File: config.mk
export PLATFORM = sky130hd
export DESIGN_NAME = cfpa_ctrl
export DESIGN_NICKNAME = d
export VERILOG_FILES = /design/src/sv/cfpa_pkg.sv /design/src/sv/cfpa_ctrl.sv
export SDC_FILE = /design/constraint.sdc
export NUM_CORES = 1
export LEC_CHECK = 0
export ABC_AREA = 1
export BUFFER_PORTS_ARGS = -buffer_cell sky130_fd_sc_hd__clkbuf_2
export CAP_MARGIN = 20
export CORE_AREA = 2 2 39 41
export DETAILED_ROUTE_END_ITERATION = 8
export DIE_AREA = 0 0 41 43
export PLACE_DENSITY_LB_ADDON = 0.3
export SLEW_MARGIN = 40
export SYNTH_ARGS = -nofsm -noshare
export SYNTH_HDL_FRONTEND = slang
export SYNTH_SLANG_ARGS = --single-unit
File: constraint.sdc
create_clock -name clk -period 1.3 [get_ports clk]
set_input_delay 0.39 -clock clk [delete_from_list [all_inputs] [get_ports clk]]
set_output_delay 0.39 -clock clk [all_outputs]
set_load 0.05 [all_outputs]
File: src/sv/cfpa_pkg.sv
package cfpa_pkg;

  localparam int PAGE_W      = 12;
  localparam int PAGE_TOTAL  = 4096;
  localparam int COLOR_W     = 3;
  localparam int COLOR_COUNT = 8;
  localparam int COUNT_W     = 13;

  localparam logic [COUNT_W-1:0] COUNT_MAX = {COUNT_W{1'b1}};

  // action codes
  localparam logic ACT_ALLOC = 1'b0;
  localparam logic ACT_FREE  = 1'b1;

  typedef enum logic [1:0] {
    ST_IDLE,
    ST_EXEC,
    ST_POP
  } ctrl_state_t;

  // controller -> datapath
  typedef struct packed {
    logic load;   // latch the request
    logic exec;   // push, or scan colours and read link memory
    logic pop;    // retire the allocation using the link read
  } dp_cmd_t;

  // datapath -> controller
  typedef struct packed {
    logic pop_needed;  // allocation with a non-zero free count found a non-empty list
  } dp_status_t;

endpackage

File: src/sv/cfpa_ctrl.sv
module cfpa_ctrl (
  input  logic                clk,
  input  logic                rst_n,
  input  logic                start,
  input  cfpa_pkg::dp_status_t status,
  output cfpa_pkg::dp_cmd_t    cmd,
  output logic                busy,
  output logic                out_valid
);

  cfpa_pkg::ctrl_state_t state_r, state_nxt;
  logic                  out_valid_r, out_valid_nxt;

  always_ff @(posedge clk) begin
    if (!rst_n) begin
      state_r     <= cfpa_pkg::ST_IDLE;
      out_valid_r <= 1'b0;
    end else begin
      state_r     <= state_nxt;
      out_valid_r <= out_valid_nxt;
    end
  end

  // next state
  always_comb begin
    state_nxt = state_r;
    case (state_r)
      cfpa_pkg::ST_IDLE: begin
        if (start) state_nxt = cfpa_pkg::ST_EXEC;
      end
      cfpa_pkg::ST_EXEC: begin
        state_nxt = status.pop_needed ? cfpa_pkg::ST_POP : cfpa_pkg::ST_IDLE;
      end
      cfpa_pkg::ST_POP: begin
        state_nxt = cfpa_pkg::ST_IDLE;
      end
      default: begin
        state_nxt = cfpa_pkg::ST_IDLE;
      end
    endcase
  end

  // outputs
  always_comb begin
    cmd           = '0;
    out_valid_nxt = 1'b0;
    case (state_r)
      cfpa_pkg::ST_IDLE: begin
        cmd.load = start;
      end
      cfpa_pkg::ST_EXEC: begin
        cmd.exec      = 1'b1;
        out_valid_nxt = !status.pop_needed;
      end
      cfpa_pkg::ST_POP: begin
        cmd.pop       = 1'b1;
        out_valid_nxt = 1'b1;
      end
      default: begin
        cmd = '0;
      end
    endcase
  end

  assign busy      = (state_r != cfpa_pkg::ST_IDLE);
  assign out_valid = out_valid_r;

endmodule

==> flow_summary.yaml <==
outcome:
  status: "finished with violations"
  violations: "setup timing"
yosys:
  synth-edff-count: 0
  synth_top_family_by_area: "simple AND/OR/NAND/NOR gates"
  synth_area_leaders: "dfxtp_1 31%, ha_1 26%, inv_1 12%"
  ys_types: 9
  synth_mux_area_share_pct: 0
  syn-cell-area_um2: 195
  synth_compound_area_share_pct: 2.56
  synth.most_common_cell: "inv_1"
  synthCells: 28
  ys_warn_count: 0
  yosysTopAreaCell: "dfxtp_1"
  ys_async_sr_fraction_pct: 0
  synthSimpleGateAreaFrac_pct: 27.6
  synth_fa_ha_area_share_pct: 25.6
  ys_seq_area_share_pct: 30.8
  syn_nets: 36
  yosys-top-cells-count: "6 x inv_1, 5 x nand2_1, 5 x nor2_1"
  ys_seq_elements: 3
  postSynthAreaPerCell_um2: 6.97
  synthXorXnorAreaFrac_pct: 0
  synthFlopType: "dfxtp_1"
  synth_top_area_share_pct: 30.8
detailed_routing:
  drc: 0
  vias: 226
  drt-total-wl_um: 504
  drt-initial-drc-count: 5
  ant_nets: 0
  avgRoutedWirePerCell_um: 7.75
  dr.pass1.iters: 2
  viasPerCell: 3.48
final_layout:
  area_growth_pct: 136
  design_area_um2: 460
  diodes: 0
  drive_gt1_share_pct: 63.3
  post-route-util_pct: 33.3
  final_nets: 58
  fin_cells: 65
  fillers: 149
grt:
  grt_pass1_vias: 243
  antenna_found_initial: 0
  grtUsageMet3_pct: 6.28
  grt_use_total_pct: 8.02
  globalRouteMet2Util_pct: 11.9
  use_met1_pct: 7.69
  gr-total-overflow: 0
  busiest_layer: "met2"
  grt_max_degree: 4
  grt_pass1_wl_um: 883
floorplanning:
  core_um2: 1380
  initial_utilization_pct: 14.1
  io_pins: 9
  die_y_um: 43
  die_area_um2: 1760
  dieWidth_um: 41
  rows: 14
pwr:
  p_sw_share_pct: 37.1
  clkPwrFrac_pct: 24.8
  power_frac_seq_pct: 17.2
  p_leak_nw: 0.230
  p_total_mw: 0.652
  p_int_mw: 0.410
  vdd_drop_max_mv: 0.637
  power.density_nw_per_um2: 1420
  p_sw_mw: 0.242
  combPwrFrac_pct: 57.9
place:
  dp.cells: 59
  io_buffers: 8
  routabilityCongestion: 0.667
  dp_hpwl_um: 356
  postPlaceCellArea_um2: 317
  dp_slack_ns: -0.0639
timing:
  finalHoldWorstSlack_ns: 0.393
  worst_pin_slew_ns: 0.276
  clock_skew_ns: 0.00251
  setup_viol: 4
  worst_slack_ns: -0.162
  period_share_pct: 112
  rsz0062_at_grt: "yes"
  timing.setup.tns_ns: -0.515
  maxClockFrequency_mhz: 684
  slew_headroom_pct: 81.7
  final_max_slew_viol_count: 0
  layout_min_cycle_time_ns: 1.46
  hold_violations: 0
worst_setup_path:
  worst_setup_path_start_kind: "flop"
  crit_path_max_incr_delay_ns: 0.32
  ff2ff_path_depth: 8
  worstSetupEndpointType: "output pin"
  critPathSlowestCell: "dfxtp_2"
  crit_fanout: 3
  r2r_start: "state_r[1]$_SDFFE_PN0P_"
  crit_chain: "inv_2 > ha_4 > nand2_4 > clkinvlp_4 > clkbuf_16"
  crit_type: "reg -> out"
  cp.required_ns: 0.91
  crit_arrival_ns: 1.07
  crit_start: "state_r[1]$_SDFFE_PN0P_"
clock_network:
  cts_tree: "done"
  cts_buffer_depth: 2
  cts_root_buffer: "clkbuf_4"
  worstSkewPairLatency_ns: 0.23
  cts.reportedPaths.clkPinSlew_ns: 0.04
  htreeDepth: 1
  cts.sinks: 3
  cts_made_buffers: 3
min_path:
  min-delay-start: "rst_n"
  hold_depth: 3
  hold_class: "in -> reg"
job:
  drv_cap: 0
-- layout make-up --
class | instances | area (µm²) | area share, %
Sequential cell | 3 | 62.6 | 13.6
Inverter | 7 | 30.0 | 6.52
Clock buffer | 4 | 26.3 | 5.71
Timing Repair Buffer | 17 | 168 | 36.4
Tap cell | 16 | 20.0 | 4.35
Multi-Input combinational cell | 18 | 154 | 33.4
-- registers in the layout (all words and copies together) (netlist names) --
| name | count |
|---|---|
| state_r | 2 |
| out_valid | 1 |
-- layer usage --
metal,vias to the layer above,share of wire (%)
met5,-,0
met3,0,5.8
met1,97,42
met2,7,52
met4,0,0
li1,122,-
-- final timing paths --
check | end | slack [ns]
hold reg to reg | out_valid$_SDFF_PN0_ | 0.66
setup reg to reg | state_r[1]$_SDFFE_PN0P_ | 0.13
hold / removal | state_r[0]$_SDFFE_PN0P_ | 0.39
setup / recovery | cmd[2] | -0.16
-- cells by family (layout without fill, tap and decap cells) --
group | Yosys count | after routing
AND/OR/NAND/NOR | 13 | 13
buffers and inverters | 7 | 28
adder cells (fa/ha/maj) | 4 | 4
flip-flops | 3 | 3
AO/OA/AOI/OAI | 1 | 1
-- layout by cell type (no fill, tap or decap) --
| cell | netlist | routed |
|---|---|---|
| buf_4 | 0 | 9 |
| nor2_1 | 5 | 5 |
| nand2_1 | 5 | 4 |
| clkbuf_2 | 0 | 4 |
| inv_2 | 1 | 3 |
| inv_1 | 6 | 3 |
| ha_4 | 0 | 3 |
| clkbuf_4 | 0 | 3 |
| nand3_1 | 2 | 2 |
| clkbuf_16 | 0 | 2 |
| buf_8 | 0 | 2 |
| dfxtp_2 | 0 | 2 |
| nand2_4 | 0 | 1 |
| clkinvlp_4 | 0 | 1 |
| a21oi_1 | 1 | 1 |
| nor2_2 | 1 | 1 |
| ha_1 | 4 | 1 |
| clkbuf_1 | 0 | 1 |
| dfxtp_1 | 3 | 1 |
-- critical path: cells and delay by family, from the launching register on --
kind | cells | cell delay [ns]
adder cells (fa/ha/maj) | 1 | 0.17
AND/OR/NAND/NOR | 1 | 0.06
flip-flops | 1 | 0.32
buffers and inverters | 3 | 0.29
-- power groups by stage --
stage	logic [mW]	clock network [mW]	registers (mW)
finish	0.378	0.162	0.112
CTS	0.368	0.169	0.112
global route	0.408	0.179	0.113
floorplan	0.161	0	0.117
global placement	0.253	0	0.110
detailed placement	0.253	0	0.110
-- repair_timing --
action,in CTS,in global routing
resized for setup,20,2
pin swaps,2,0
hold buffers,0,0
endpoints found under the setup margin,4,4
endpoints found under the hold margin,0,0
setup buffers,2,0
(Power assumes the default switching activity.)
